## config.mk

```make
export PLATFORM = sky130hd
export DESIGN_NAME = pci_bar_window_allocator
export DESIGN_NICKNAME = d
export VERILOG_FILES = /design/src/pba_pkg.sv /design/src/pba_cfg_regs.sv /design/src/pba_step.sv /design/src/pci_bar_window_allocator.sv
export SDC_FILE = /design/constraint.sdc
export NUM_CORES = 1
export LEC_CHECK = 0
export ABC_AREA = 1
export ABC_CLOCK_PERIOD_IN_PS = 15500
export BUFFER_PORTS_ARGS = -buffer_cell sky130_fd_sc_hd__clkbuf_2
export CORE_ASPECT_RATIO = 0.8
export CORE_MARGIN = 5
export CORE_UTILIZATION = 55
export CTS_BUF_LIST = sky130_fd_sc_hd__clkbuf_8
export CTS_CLUSTER_DIAMETER = 40
export DETAILED_ROUTE_END_ITERATION = 10
export HOLD_SLACK_MARGIN = 0.15
export PLACE_DENSITY = 0.76
export SLEW_MARGIN = 30
export SYNTH_ARGS = -nofsm -noshare
export SYNTH_HDL_FRONTEND = slang
export SYNTH_SLANG_ARGS = --single-unit
```

## constraint.sdc

```tcl
create_clock -name clk -period 15.5 [get_ports clk]
set_input_delay 1.55 -clock clk [delete_from_list [all_inputs] [get_ports clk]]
set_output_delay 1.55 -clock clk [all_outputs]
set_load 0.005 [all_outputs]
```

## src/pba_pkg.sv

```systemverilog
// Package for the PCI BAR window allocator.
// It holds the outcome codes, the register indexes, the BAR field masks and the shared structs.
// It depends on nothing else.
package pba_pkg;

    // Outcome codes carried by each result item
    localparam logic [2:0] OUT_RESTARTED  = 3'd0;
    localparam logic [2:0] OUT_IO_SKIPPED = 3'd1;
    localparam logic [2:0] OUT_UPPER_SKIP = 3'd2;
    localparam logic [2:0] OUT_UNIMPL     = 3'd3;
    localparam logic [2:0] OUT_ASSIGNED   = 3'd4;
    localparam logic [2:0] OUT_NO_SPACE   = 3'd5;
    localparam logic [2:0] OUT_STOPPED    = 3'd6;

    // Command codes
    localparam logic CMD_RESTART = 1'b0;
    localparam logic CMD_PROBE   = 1'b1;

    // Configuration register indexes
    localparam logic CFG_WINDOW_BASE = 1'b0;
    localparam logic CFG_WINDOW_END  = 1'b1;

    // Number of BAR slots in one function
    localparam logic [2:0] BAR_SLOTS = 3'd6;

    // BAR word fields
    localparam logic [31:0] ADDR_MASK = 32'hffff_fff0;
    localparam int          IO_BIT    = 0;
    localparam logic [1:0]  TYPE_64   = 2'b10;

    // Top of the 32-bit window, in the widened address arithmetic
    localparam logic [33:0] LIMIT32 = 34'h1_0000_0000;

    // Allocator state
    typedef struct packed {
        logic [32:0] next_free;
        logic        skip_upper;
        logic        device_stopped;
    } pba_state_t;

    // One probe item
    typedef struct packed {
        logic        cmd;
        logic [2:0]  slot_index;
        logic [31:0] bar_original;
        logic [31:0] bar_readback;
    } pba_item_t;

    // One result item
    typedef struct packed {
        logic [2:0]  outcome;
        logic [31:0] bar_value;
        logic        clear_upper;
        logic [31:0] bar_size;
        logic [32:0] next_address;
    } pba_result_t;

    // Window configuration
    typedef struct packed {
        logic [31:0] window_base;
        logic [32:0] window_end;
    } pba_cfg_t;

endpackage

```

## src/pba_cfg_regs.sv

```systemverilog
// Configuration registers of the PCI BAR window allocator.
// It decodes the plain write port into the window base and end registers.
// It depends on pba_pkg.
module pba_cfg_regs (
    input  logic              clk,
    input  logic              rst_n,
    input  logic              cfg_we,
    input  logic              cfg_index,
    input  logic [32:0]       cfg_wdata,
    output pba_pkg::pba_cfg_t cfg
);
    import pba_pkg::*;

    logic [31:0] window_base_reg;
    logic [31:0] window_base_next;
    logic [32:0] window_end_reg;
    logic [32:0] window_end_next;

    // Register decode: each index writes its own register.
    always_comb
    begin
        window_base_next = window_base_reg;
        window_end_next  = window_end_reg;
        if (cfg_we)
        begin
            unique case (cfg_index)
                CFG_WINDOW_BASE: window_base_next = cfg_wdata[31:0];
                CFG_WINDOW_END:  window_end_next  = cfg_wdata;
                default:         window_end_next  = window_end_reg;
            endcase
        end
    end

    always_ff @(posedge clk or negedge rst_n)
    begin
        if (!rst_n)
        begin
            window_base_reg <= '0;
            window_end_reg  <= '0;
        end
        else
        begin
            window_base_reg <= window_base_next;
            window_end_reg  <= window_end_next;
        end
    end

    assign cfg.window_base = window_base_reg;
    assign cfg.window_end  = window_end_reg;

endmodule

```

## src/pba_step.sv

```systemverilog
// Single-pass step logic of the PCI BAR window allocator.
// It sizes one BAR, aligns the next free address and decides the outcome and the next state.
// It depends on pba_pkg.
module pba_step (
    input  pba_pkg::pba_item_t   item,
    input  pba_pkg::pba_state_t  state,
    input  pba_pkg::pba_cfg_t    cfg,
    output pba_pkg::pba_result_t result,
    output pba_pkg::pba_state_t  state_next
);
    import pba_pkg::*;

    logic        wide;
    logic        new_function;
    logic [31:0] mask;
    logic [31:0] size;
    logic [33:0] size_m1;
    logic [33:0] base;
    logic [33:0] end_addr;
    logic        overflow;

    // Size decoding and alignment: the size is the lowest set address bit of the readback.
    always_comb
    begin
        wide         = (item.bar_original[2:1] == TYPE_64);
        new_function = (item.slot_index == 3'd0);
        mask         = item.bar_readback & ADDR_MASK;
        size         = mask & (~mask + 32'd1);
        size_m1      = {2'b00, size} - 34'd1;
        base         = ({1'b0, state.next_free} + size_m1) & ~size_m1;
        end_addr     = base + {2'b00, size};
        overflow     = (end_addr > {1'b0, cfg.window_end}) || (end_addr > LIMIT32);
    end

    // Outcome selection and state update.
    always_comb
    begin
        state_next          = state;
        result.outcome      = OUT_STOPPED;
        result.bar_value    = item.bar_original;
        result.clear_upper  = 1'b0;
        result.bar_size     = '0;

        if (item.cmd == CMD_RESTART)
        begin
            state_next.next_free      = {1'b0, cfg.window_base};
            state_next.skip_upper     = 1'b0;
            state_next.device_stopped = 1'b0;
            result.outcome            = OUT_RESTARTED;
            result.bar_value          = '0;
        end
        else if (item.slot_index < BAR_SLOTS)
        begin
            // A new function starts with both flags clear.
            if (new_function)
            begin
                state_next.skip_upper     = 1'b0;
                state_next.device_stopped = 1'b0;
            end

            if (state_next.device_stopped)
            begin
                result.outcome = OUT_STOPPED;
            end
            else if (state_next.skip_upper)
            begin
                state_next.skip_upper = 1'b0;
                result.outcome        = OUT_UPPER_SKIP;
            end
            else if (item.bar_original[IO_BIT])
            begin
                result.outcome = OUT_IO_SKIPPED;
            end
            else if (mask == 32'd0)
            begin
                state_next.skip_upper = wide;
                result.outcome        = OUT_UNIMPL;
            end
            else if (overflow)
            begin
                state_next.device_stopped = 1'b1;
                result.outcome            = OUT_NO_SPACE;
                result.bar_size           = size;
            end
            else
            begin
                state_next.next_free  = end_addr[32:0];
                state_next.skip_upper = wide;
                result.outcome        = OUT_ASSIGNED;
                result.bar_value      = base[31:0] | {28'd0, item.bar_original[3:0]};
                result.clear_upper    = wide;
                result.bar_size       = size;
            end
        end

        result.next_address = state_next.next_free;
    end

endmodule

```

## src/pci_bar_window_allocator.sv

```systemverilog
// Top level of the PCI BAR window allocator.
// It holds the input register, the allocator state and the result register around the step logic.
// It depends on pba_pkg, pba_cfg_regs and pba_step.
//
//   Channel   Handshake                Fields
//   input     in_valid / in_stall      cmd, slot_index, bar_original, bar_readback
//   result    out_valid / out_stall    outcome, bar_value, clear_upper, bar_size, next_address
//   config    cfg_we                   cfg_index, cfg_wdata
//
// An item passes from acceptance into the input register, and then through the step logic into
// the result register. One item is accepted every cycle while the result side is not stalled,
// with a single update of the allocator state per item. Reset clears the state, the window
// registers and both valid flags. A stalled result holds the item behind it in the input
// register, and in_stall rises only when both registers are full.
module pci_bar_window_allocator (
    input  logic        clk,
    input  logic        rst_n,
    input  logic        cfg_we,
    input  logic        cfg_index,
    input  logic [32:0] cfg_wdata,
    input  logic        in_valid,
    output logic        in_stall,
    input  logic        cmd,
    input  logic [2:0]  slot_index,
    input  logic [31:0] bar_original,
    input  logic [31:0] bar_readback,
    output logic        out_valid,
    input  logic        out_stall,
    output logic [2:0]  outcome,
    output logic [31:0] bar_value,
    output logic        clear_upper,
    output logic [31:0] bar_size,
    output logic [32:0] next_address
);
    import pba_pkg::*;

    pba_cfg_t    cfg;
    pba_item_t   item_reg;
    logic        item_valid_reg;
    logic        item_valid_next;
    pba_state_t  state_reg;
    pba_state_t  state_next;
    pba_result_t step_result;
    pba_result_t result_reg;
    logic        out_valid_reg;
    logic        out_valid_next;
    logic        advance;
    logic        fire;
    logic        accept;

    pba_cfg_regs u_cfg (
        .clk       (clk),
        .rst_n     (rst_n),
        .cfg_we    (cfg_we),
        .cfg_index (cfg_index),
        .cfg_wdata (cfg_wdata),
        .cfg       (cfg)
    );

    pba_step u_step (
        .item       (item_reg),
        .state      (state_reg),
        .cfg        (cfg),
        .result     (step_result),
        .state_next (state_next)
    );

    // Handshake control: the result register frees when empty or being taken.
    always_comb
    begin
        advance         = !out_valid_reg || !out_stall;
        fire            = item_valid_reg && advance;
        in_stall        = item_valid_reg && !advance;
        accept          = in_valid && !in_stall;
        item_valid_next = accept ? 1'b1 : (fire ? 1'b0 : item_valid_reg);
        out_valid_next  = fire ? 1'b1 : (advance ? 1'b0 : out_valid_reg);
    end

    // Control and state registers.
    always_ff @(posedge clk or negedge rst_n)
    begin
        if (!rst_n)
        begin
            item_valid_reg <= 1'b0;
            out_valid_reg  <= 1'b0;
            state_reg      <= '0;
        end
        else
        begin
            item_valid_reg <= item_valid_next;
            out_valid_reg  <= out_valid_next;
            if (fire)
            begin
                state_reg <= state_next;
            end
        end
    end

    // Payload registers.
    always_ff @(posedge clk)
    begin
        if (accept)
        begin
            item_reg.cmd          <= cmd;
            item_reg.slot_index   <= slot_index;
            item_reg.bar_original <= bar_original;
            item_reg.bar_readback <= bar_readback;
        end
        if (fire)
        begin
            result_reg <= step_result;
        end
    end

    assign out_valid    = out_valid_reg;
    assign outcome      = result_reg.outcome;
    assign bar_value    = result_reg.bar_value;
    assign clear_upper  = result_reg.clear_upper;
    assign bar_size     = result_reg.bar_size;
    assign next_address = result_reg.next_address;

`ifndef NO_ASSERTIONS
    // The input side only stalls when the result register is full and held.
    a_stall_cause: assert property (@(posedge clk) disable iff (!rst_n)
        in_stall |-> (out_valid && out_stall))
        else $error("input stalled while the result register could move");

    // An assigned BAR always has a power-of-two size.
    a_assigned_size: assert property (@(posedge clk) disable iff (!rst_n)
        (out_valid && outcome == OUT_ASSIGNED) |-> $onehot(bar_size))
        else $error("assigned BAR without a power-of-two size");

    // The upper word is only cleared for an assigned BAR.
    a_clear_upper: assert property (@(posedge clk) disable iff (!rst_n)
        (out_valid && clear_upper) |-> (outcome == OUT_ASSIGNED))
        else $error("upper word cleared without an assignment");

    // A restart reports the window base as the next free address.
    a_restart_base: assert property (@(posedge clk) disable iff (!rst_n)
        (out_valid && outcome == OUT_RESTARTED) |-> (next_address == {1'b0, cfg.window_base}))
        else $error("restart did not reload the window base");
`endif

endmodule
```

==> results of run 1 <==
[metrics by stage]
| step | instances | worst slack [ns] |
|---|---|---|
| final | 2787 | 7.32 |
| after global routing | 2787 | 6.54 |
| after CTS | 2787 | 7.39 |
| after detailed placement | 2706 | 7.43 |
| after global placement | 2706 | 7.56 |
| after floorplan | 2170 | 9.76 |
[cell type report]
type | instances | area [um^2] | area share
multi-input combinational | 1498 | 7450 | 0.400
clock buffer | 50 | 688 | 0.0369
clock inverter | 31 | 204 | 0.0109
tap | 377 | 472 | 0.0253
timing repair buffer | 212 | 1100 | 0.0589
sequential | 263 | 7390 | 0.396
inverter | 356 | 1340 | 0.0718
[synthesized netlist by cell type, types with 7 or more instances]
cell      number  area, um^2
nor2_2         7        43.8
buf_2          7        35.0
nand2_2        8        50.1
edfxtp_1     161        4830
nor3_1        22         110
nor4_1        10        62.6
nand4_1       61         382
buf_4         11        82.6
a21oi_1       66         330
clkbuf_1      32         120
nand3b_1       8        60.1
ha_1          80        1000
nor2_1       200         751
o21ai_1       14        70.1
o211ai_1       8        60.1
nand2_1      682        2560
dfrtp_1      102        2550
nand3_1      157         786
nor2_4         7        78.8
o21ai_0       98         490
inv_1        348        1310
[cell families (layout without fill, tap and decap cells)]
group | after synthesis | count (layout)
AND/OR/NAND/NOR | 1187 | 1187
XOR/XNOR | 13 | 13
adder cells (fa/ha/maj) | 81 | 81
buffers and inverters | 409 | 649
AO/OA/AOI/OAI | 213 | 213
other | 1 | 4
flip-flops | 263 | 263
[power groups by stage]
stage	clock (mW)	combinational, mW	sequential [mW]
6_report	0.631	0.956	0.968
5_1_grt	0.680	1.08	0.978
4_1_cts	0.639	0.952	0.969
3_5_place_dp	0	0.942	0.981
3_3_place_gp	0	0.923	0.978
2_1_floorplan	0	0.671	0.948
[layout by cell type, fill, tap and decap left out, types with 3 or more instances in the layout]
cell	netlist	layout
a211oi_1	3	3
ha_1	80	80
nor4_1	10	10
nand2_1	682	681
xor2_1	6	6
nand2_4	4	5
o21a_1	4	4
edfxtp_1	161	161
a31oi_1	4	4
nand2_2	8	8
nor2_4	7	8
nand4_1	61	61
nor3_1	22	22
a21oi_1	66	66
inv_1	348	355
clkinv_1	1	11
nand3b_1	8	8
clkinv_2	1	7
nand3_1	157	157
xnor2_1	6	6
conb_1	1	4
and3_1	3	3
o211ai_1	8	8
buf_4	11	10
o21ai_1	14	14
nor2_2	7	7
o21ai_0	98	98
clkbuf_2	0	200
o22ai_1	6	6
dfrtp_1	102	102
nor3_2	3	3
nor2_1	200	199
inv_2	6	7
clkbuf_8	0	50
[critical path, delay by kind of cell (launching register included)]
kind,cells,cell delay (ns)
AO/OA/AOI/OAI,8,1.47
XOR/XNOR,1,0.16
adder cells (fa/ha/maj),3,0.98
buffers and inverters,5,1.07
flip-flops,1,0.51
AND/OR/NAND/NOR,25,3.63
[routing by layer]
| layer | wire length (um) | vias up | GRT usage | part of all wire |
|---|---|---|---|---|
| li1 | - | 7421 | - | - |
| met1 | 21200 | 6917 | 0.396 | 0.44 |
| met2 | 22900 | 565 | 0.480 | 0.47 |
| met3 | 3200 | 91 | 0.0426 | 0.066 |
| met4 | 1340 | 0 | 0.0876 | 0.028 |
| met5 | 0 | - | 0 | 0 |
[worst paths after layout]
| kind | startpoint | slack [ns] | endpoint | depth (start not counted) |
|---|---|---|---|---|
| max in group asynchronous | rst_n | 13.65 | u_cfg.window_end_reg[7] | 2 |
| worst min-delay path | u_cfg.window_end_reg[10] | 0.48 | u_cfg.window_end_reg[10] | 2 |
| worst max-delay path | item_reg[4] | 7.32 | bar_value[9] | 42 |
| worst min register to register | u_cfg.window_end_reg[10] | 0.48 | u_cfg.window_end_reg[10] | 2 |
| min in group asynchronous | rst_n | 0.86 | u_cfg.window_end_reg[28] | 1 |
| worst max register to register | item_reg[4] | 7.32 | bar_value[9] | 42 |
==> qor.csv, run 1 <==
stage,metric,value,unit
clock_network,Post-CTS Setup Bufs,0,
finish,Util after Layout,0.635,
critical_path,slowest CP cell,inv_2,
clock_network,CTS tree,built,
pwr,sw power,1.03,mW
placed_design,HPWL Detailed,37200,um
critical_path,CP startpoint kind,flip-flop,
sta,TNS Setup,0,ns
floorplan,# rows,56,
critical_path,"Top cell by count, worst path",nand2_1,
logic_synthesis,mux cell area share after synthesis,0,
grt,largest net degree at the start of global routing,80,
worst_hold_path,Hold Crit Class,reg -> reg,
floorplan,Initial Util,0.559,
critical_path,CP max stage delay,0.77,ns
pwr,total power,2.56,mW
logic_synthesis,area of the mapped netlist,16400,um^2
sta,clk_skew,0.0367,ns
routing,ANT nets after route,0,
sta,Slew HR,0.348,
logic_synthesis,post-synthesis compound-gate area fraction,0.0700,
routing,final WL,48600,um
pwr,Sw Share,0.404,
clock_network,Post-CTS Hold Buffers,0,
placed_design,number of port buffers,201,
placed_design,dpl cell area,17700,um^2
logic_synthesis,Synth Area in XOR/XNOR,0.00739,
floorplan,die area,33400,um^2
logic_synthesis,mean cell area of the mapped netlist,7.58,um^2
sta,max-slew violations,0,
routing,DRC viols,0,
grt,vias in the first global route,14300,
logic_synthesis,largest family of logic cells by synthesized area,simple AND/OR/NAND/NOR gates,
sta,RSZ-0062 raised after global routing,no,
critical_path,crit path max fanout,44,
logic_synthesis,Post-synth ARST share,0.388,
sta,Final period util,0.528,
routing,wire per inst,17.5,um
routing,Initial DRC Count,1148,
sta,min Tclk post-route,8.18,ns
logic_synthesis,Post-synth EDFFs,161,
routing,via count,15000,
floorplan,IO Pins,210,
pwr,share of power burned in registers,0.379,
placed_design,gp weighted congestion,0.966,
logic_synthesis,Synth Area in Adders,0.0622,
pwr,Power Density,137,nW/um^2
routing,router iterations before antenna repair,6,
sta,hold slack,0.484,ns
clock_network,clock transition at the registers of the reported paths,0.06,ns
routing,DR vias/cell,5.38,
pwr,Peak supply drop,0.0907,mV
clock_network,post-CTS resize count,0,
finish,Area growth syn-to-layout,13.5,%
finish,ratio of cells with drive above 1 in the final layout,0.135,
logic_synthesis,register area share after synthesis,0.450,
clock_network,Num Clock Sinks,263,
logic_synthesis,Seq cells post-synth,263,
floorplan,die width,203,um
finish,nets,2563,
outcome,status,"finished, final reports clean",
floorplan,chip height,165,um
grt,Overflow after GRT,0,
logic_synthesis,post-synthesis simple-gate area fraction,0.312,
clock_network,worst skew pair latency,0.60,ns
logic_synthesis,"Primary FF master, synth",edfxtp_1,
grt,first-pass GRT wire length,76300,um
finish,ant diodes,0,
run,MaxCap Viol Count,0,
clock_network,cts bufs inserted,44,
sta,"Hold Vio Cnt, Final",0,
pwr,clock share of power,0.247,
pwr,Leakage,9.82,nW
grt,GR Util All Layers,0.288,
sta,Worst-Margin Slew,0.975,ns
pwr,Gate power share,0.374,
critical_path,critical path arrival,8.49,ns
grt,initial antenna violation count,1,
critical_path,Crit path required time,15.81,ns
pwr,Pint,1.52,mW
finish,max FFs per register,64,
logic_synthesis,yosys warns,0,
critical_path,CP Class,reg -> reg,
clock_network,Root Buffer,clkbuf_8,
clock_network,Max Root-Sink Buffers,3,
sta,final setup violating endpoints,0,
sta,Fmax,0.122,GHz
clock_network,CTS H-tree lvls,2,
finish,# fillers,2638,
finish,Final Cell Area,18600,um^2
logic_synthesis,Cells after Synth,2167,
floorplan,core region area,29400,um^2
critical_path,Critical Path End Type,flip-flop,
logic_synthesis,post-synthesis cell type count,55,
Note: power is estimated with default switching activity, not from simulation.
==> run 2: changes to the inputs <==
--- a/config.mk
+++ b/config.mk
@@ -6,7 +6,7 @@
 export NUM_CORES = 1
 export LEC_CHECK = 0
 export ABC_AREA = 1
-export ABC_CLOCK_PERIOD_IN_PS = 15500
+export ABC_CLOCK_PERIOD_IN_PS = 7850
 export BUFFER_PORTS_ARGS = -buffer_cell sky130_fd_sc_hd__clkbuf_2
 export CORE_ASPECT_RATIO = 0.8
 export CORE_MARGIN = 5
==> constraint.sdc (replaced) <==
create_clock -name clk -period 7.85 [get_ports clk]
set_input_delay 0.785 -clock clk [delete_from_list [all_inputs] [get_ports clk]]
set_output_delay 0.785 -clock clk [all_outputs]
set_load 0.005 [all_outputs]
==> qor.csv, run 2 (synthesis gave the netlist of run 1 again) <==
stage,metric,value,unit
routing,Top Metal Used,met4,
finish,Area growth syn-to-layout,14.0,%
clock_network,post-CTS resize count,0,
sta,min Tclk post-route,7.10,ns
finish,"commonest cells after routing, fill and taps aside","nand2_1 (681), inv_1 (362), clkbuf_2 (200), nor2_1 (199), edfxtp_1 (161)",
pwr,Leakage,9.89,nW
outcome,status,"finished, final reports clean",
finish,ant diodes,0,
routing,ANT nets after route,0,
floorplan,core region area,29400,um^2
floorplan,chip height,165,um
sta,hold slack,0.360,ns
sta,min setup slack post-route,0.747,ns
floorplan,Initial Util,0.559,
sta,clk_skew,0.0311,ns
routing,via count,15000,
grt,initial antenna violation count,1,
pwr,Power Density,271,nW/um^2
grt,GR Util All Layers,0.282,
grt,vias in the first global route,14100,
critical_path,worst reg2reg startpoint,item_reg[4],
critical_path,crit path max fanout,28,
clock_network,Post-CTS Setup Bufs,0,
grt,largest net degree at the start of global routing,81,
routing,DR vias/cell,5.36,
floorplan,die width,203,um
routing,met3 WL,3540,um
placed_design,Placement Setup Slack,0.852,ns
sta,max-slew violations,0,
critical_path,CP max stage delay,0.48,ns
clock_network,Max Root-Sink Buffers,3,
placed_design,dpl cells,2710,
floorplan,# rows,56,
critical_path,"Top cell by count, worst path",nand2_1,
sta,TNS Setup,0,ns
grt,Overflow after GRT,0,
sta,RSZ-0062 raised after global routing,no,
sta,final setup violating endpoints,0,
critical_path,CP Class,reg -> reg,
grt,first-pass GRT wire length,74800,um
routing,router iterations before antenna repair,6,
floorplan,IO Pins,210,
routing,met1 wire length,20600,um
run,MaxCap Viol Count,0,
placed_design,gp weighted congestion,0.955,
finish,ratio of cells with drive above 1 in the final layout,0.137,
sta,"Hold Vio Cnt, Final",0,
routing,wire per inst,17.2,um
critical_path,Critical Path End Type,flip-flop,
critical_path,Crit path required time,8.17,ns
routing,final WL,48000,um
sta,Worst-Margin Slew,0.858,ns
clock_network,CTS tree,built,
clock_network,worst skew pair latency,0.60,ns
clock_network,clock transition at the registers of the reported paths,0.06,ns
clock_network,Root Buffer,clkbuf_8,
worst_hold_path,Hold Crit Class,in -> reg,
clock_network,cts bufs inserted,45,
clock_network,CTS H-tree lvls,2,
routing,Initial DRC Count,1316,
pwr,Peak supply drop,0.180,mV
sta,Final period util,0.905,
sta,Slew HR,0.427,
critical_path,CP startpoint kind,flip-flop,
clock_network,Num Clock Sinks,263,
sta,Fmax,0.141,GHz
floorplan,die area,33400,um^2
placed_design,HPWL Detailed,37000,um
critical_path,CP Launch Point,item_reg[4],
worst_hold_path,Hold Path Origin,slot_index[2],
routing,DRC viols,0,
placed_design,number of port buffers,201,
finish,Non-Filler Instances,2794,
critical_path,critical path arrival,7.43,ns
finish,nets,2570,
routing,WL met2,22700,um
critical_path,slowest CP cell,edfxtp_1,
finish,max FFs per register,64,
finish,"commonest non-fill, non-tap cell in the layout",nand2_1,
-- run 2: repair_timing --
item                                    in CTS  in global routing
endpoints found under the hold margin       23                  0
endpoints found under the setup margin       0                  0
hold buffers                                 1                  0
-- run 2: final cells by class --
| cell class | count | area, um^2 |
|---|---|---|
| clock buffer | 49 | 674 |
| tap | 377 | 472 |
| fill | 2652 | 10600 |
| timing repair buffer | 218 | 1150 |
| inverter | 356 | 1340 |
| clock inverter | 33 | 246 |
| sequential | 263 | 7390 |
| multi-input combinational | 1498 | 7450 |
-- run 2: worst max-delay path, delay by kind of cell, from the launching register on --
kind,cells,cell delay [ns]
and+or+nand+nor,28,3.26
AOI/OAI and AO/OA,7,1.23
adders and majority gates,3,0.96
buffers and inverters,6,0.76
DFF,1,0.48
xor gates and xnor gates,1,0.17
-- run 2: final timing paths --
kind / endpoint / slack [ns] / depth (start not counted)
worst min register to register: u_cfg.window_base_reg[18] / 0.49 / 2
worst max register to register: next_address[30] / 0.75 / 45
worst max-delay path: next_address[30] / 0.75 / 45
worst min-delay path: item_reg[66] / 0.36 / 1
min in group asynchronous: u_cfg.window_base_reg[27] / 0.63 / 2
max in group asynchronous: u_cfg.window_base_reg[13] / 6.18 / 3
-- run 2: stage by stage --
step | cell area, um^2 | power (mW) | util
final | 18700 | 5.08 | 0.638
after global routing | 18700 | 5.44 | 0.638
after CTS | 18700 | 5.08 | 0.637
after global placement | 17800 | 3.75 | 0.605
after detailed placement | 17800 | 3.80 | 0.605
after floorplan | 16400 | 3.20 | -
-- run 2: metal layers --
layer,vias up,GRT usage
met5,-,0
met4,0,0.0736
met3,79,0.0393
met2,570,0.474
met1,6901,0.391
li1,7438,-
-- run 2: power by group --
part | internal [mW] | total (mW) | switching, mW
Clock | 0.683 | 1.27 | 0.587
Combinational | 0.619 | 1.89 | 1.28
Sequential | 1.74 | 1.91 | 0.174
==> run 3: changes to the inputs <==
--- a/config.mk
+++ b/config.mk
@@ -6,7 +6,7 @@
 export NUM_CORES = 1
 export LEC_CHECK = 0
 export ABC_AREA = 1
-export ABC_CLOCK_PERIOD_IN_PS = 7850
+export ABC_CLOCK_PERIOD_IN_PS = 7800
 export BUFFER_PORTS_ARGS = -buffer_cell sky130_fd_sc_hd__clkbuf_2
 export CORE_ASPECT_RATIO = 0.8
 export CORE_MARGIN = 5
==> constraint.sdc (replaced) <==
create_clock -name clk -period 7.8 [get_ports clk]
set_input_delay 0.78 -clock clk [delete_from_list [all_inputs] [get_ports clk]]
set_output_delay 0.78 -clock clk [all_outputs]
set_load 0.005 [all_outputs]
==> qor.csv, run 3 (synthesis gave the netlist of run 1 again) <==
stage,metric,value,unit
clock_network,worst skew pair latency,0.58,ns
clock_network,CTS H-tree lvls,2,
worst_hold_path,Hold Crit Class,in -> async,
floorplan,IO Pins,210,
grt,vias in the first global route,14100,
pwr,Power Density,269,nW/um^2
critical_path,critical path arrival,7.45,ns
pwr,Gate power share,0.381,
critical_path,worst path bufs/invs,5,
routing,DRC viols,0,
grt,initial antenna violation count,1,
pwr,Leakage,9.85,nW
grt,largest net degree at the start of global routing,80,
critical_path,slowest CP cell,edfxtp_1,
critical_path,Worst path depth,39,
grt,GR Util All Layers,0.282,
sta,max-slew violations,0,
pwr,Pint,2.99,mW
pwr,Peak supply drop,0.154,mV
placed_design,dpl cells,2711,
routing,ANT nets after route,0,
sta,Final period util,0.917,
finish,Final Cell Area,18600,um^2
floorplan,Initial Util,0.559,
critical_path,r2r worst-path depth,39,
critical_path,"Top cell by count, worst path",nand2_1,
finish,Area growth syn-to-layout,13.4,%
placed_design,dpl cell area,17800,um^2
sta,Fmax,0.140,GHz
critical_path,cell family with most CP delay,simple AND/OR/NAND/NOR gates,
floorplan,# rows,56,
routing,wire per inst,17.3,um
placed_design,gp weighted congestion,0.931,
clock_network,post-CTS resize count,0,
finish,ratio of cells with drive above 1 in the final layout,0.135,
routing,router iterations before antenna repair,6,
clock_network,Max Root-Sink Buffers,3,
finish,max FFs per register,64,
floorplan,chip height,165,um
clock_network,Post-CTS Setup Bufs,0,
grt,Overflow after GRT,0,
sta,Worst-Margin Slew,0.882,ns
finish,nets,2568,
run,MaxCap Viol Count,0,
finish,ant diodes,0,
sta,clk_skew,0.0234,ns
clock_network,cts bufs inserted,43,
sta,final setup violating endpoints,0,
critical_path,CP Class,reg -> reg,
floorplan,core region area,29400,um^2
placed_design,HPWL Detailed,37500,um
routing,DR vias/cell,5.39,
clock_network,Root Buffer,clkbuf_8,
sta,RSZ-0062 raised after global routing,no,
sta,min Tclk post-route,7.15,ns
sta,Slew HR,0.412,
pwr,clock share of power,0.234,
pwr,Sw Share,0.403,
outcome,status,"finished, final reports clean",
clock_network,Post-CTS Hold Buffers,0,
finish,"commonest cells after routing, fill and taps aside","nand2_1 (681), inv_1 (363), clkbuf_2 (200), nor2_1 (199), edfxtp_1 (161)",
routing,final WL,48200,um
floorplan,die area,33400,um^2
grt,first-pass GRT wire length,74300,um
floorplan,die width,203,um
routing,Initial DRC Count,1364,
sta,hold slack,0.241,ns
critical_path,Critical Path End Type,flip-flop,
critical_path,Crit path required time,8.09,ns
pwr,sw power,2.02,mW
critical_path,CP startpoint kind,flip-flop,
pwr,share of power burned in registers,0.385,
clock_network,Num Clock Sinks,263,
sta,TNS Setup,0,ns
finish,"commonest non-fill, non-tap cell in the layout",nand2_1,
critical_path,CP max stage delay,0.48,ns
sta,"Hold Vio Cnt, Final",0,
clock_network,clock transition at the registers of the reported paths,0.06,ns
critical_path,crit path max fanout,25,
routing,via count,15000,
finish,Non-Filler Instances,2789,
clock_network,CTS tree,built,
placed_design,number of port buffers,201,
[run 3: metal layers]
layer	GRT usage	vias to the layer above	part of all wire
li1	-	7430	-
met3	0.0430	88	0.069
met5	0	-	0
met1	0.388	6972	0.43
met2	0.471	544	0.47
met4	0.0769	0	0.025
[run 3: power by group through the flow]
stage	clock network, mW	logic (mW)	registers (mW)
CTS	1.19	1.89	1.93
global placement	0	1.83	1.95
global route	1.27	2.15	1.94
finish	1.17	1.91	1.93
detailed placement	0	1.87	1.95
floorplan	0	1.33	1.88
[run 3: final timing paths]
kind	startpoint	slack (ns)	endpoint
setup reg to reg	item_reg[4]	0.65	bar_value[9]
hold / removal	rst_n	0.24	u_cfg.window_end_reg[28]
max in group asynchronous	rst_n	6.41	state_reg[8]
min in group clk	slot_index[0]	0.38	item_reg[64]
setup / recovery	item_reg[4]	0.65	bar_value[9]
hold reg to reg	state_reg[1]	0.48	state_reg[1]
[run 3: worst register-to-register path: cells and delay by family, from the launching register on]
kind / cells / cell delay, ns
compound gates: 8 / 1.58
xor+xnor: 2 / 0.47
fa+ha+maj: 3 / 0.85
buf+inv: 5 / 0.78
flops: 1 / 0.48
simple gates: 21 / 2.73
[run 3: stage by stage]
stage,worst slack [ns],util,power (mW)
global route,0.0578,0.635,5.36
CTS,0.737,0.634,5.01
global placement,0.915,0.605,3.78
detailed placement,0.768,0.606,3.82
finish,0.649,0.635,5.00
floorplan,2.06,-,3.22
[run 3: final cells by class]
cell class	count	area, um^2
Fill cell	2662	10700
Multi-Input combinational cell	1498	7450
Sequential cell	263	7390
Inverter	356	1340
Timing Repair Buffer	218	1150
Clock buffer	50	688
Tap cell	377	472
Clock inverter	27	145
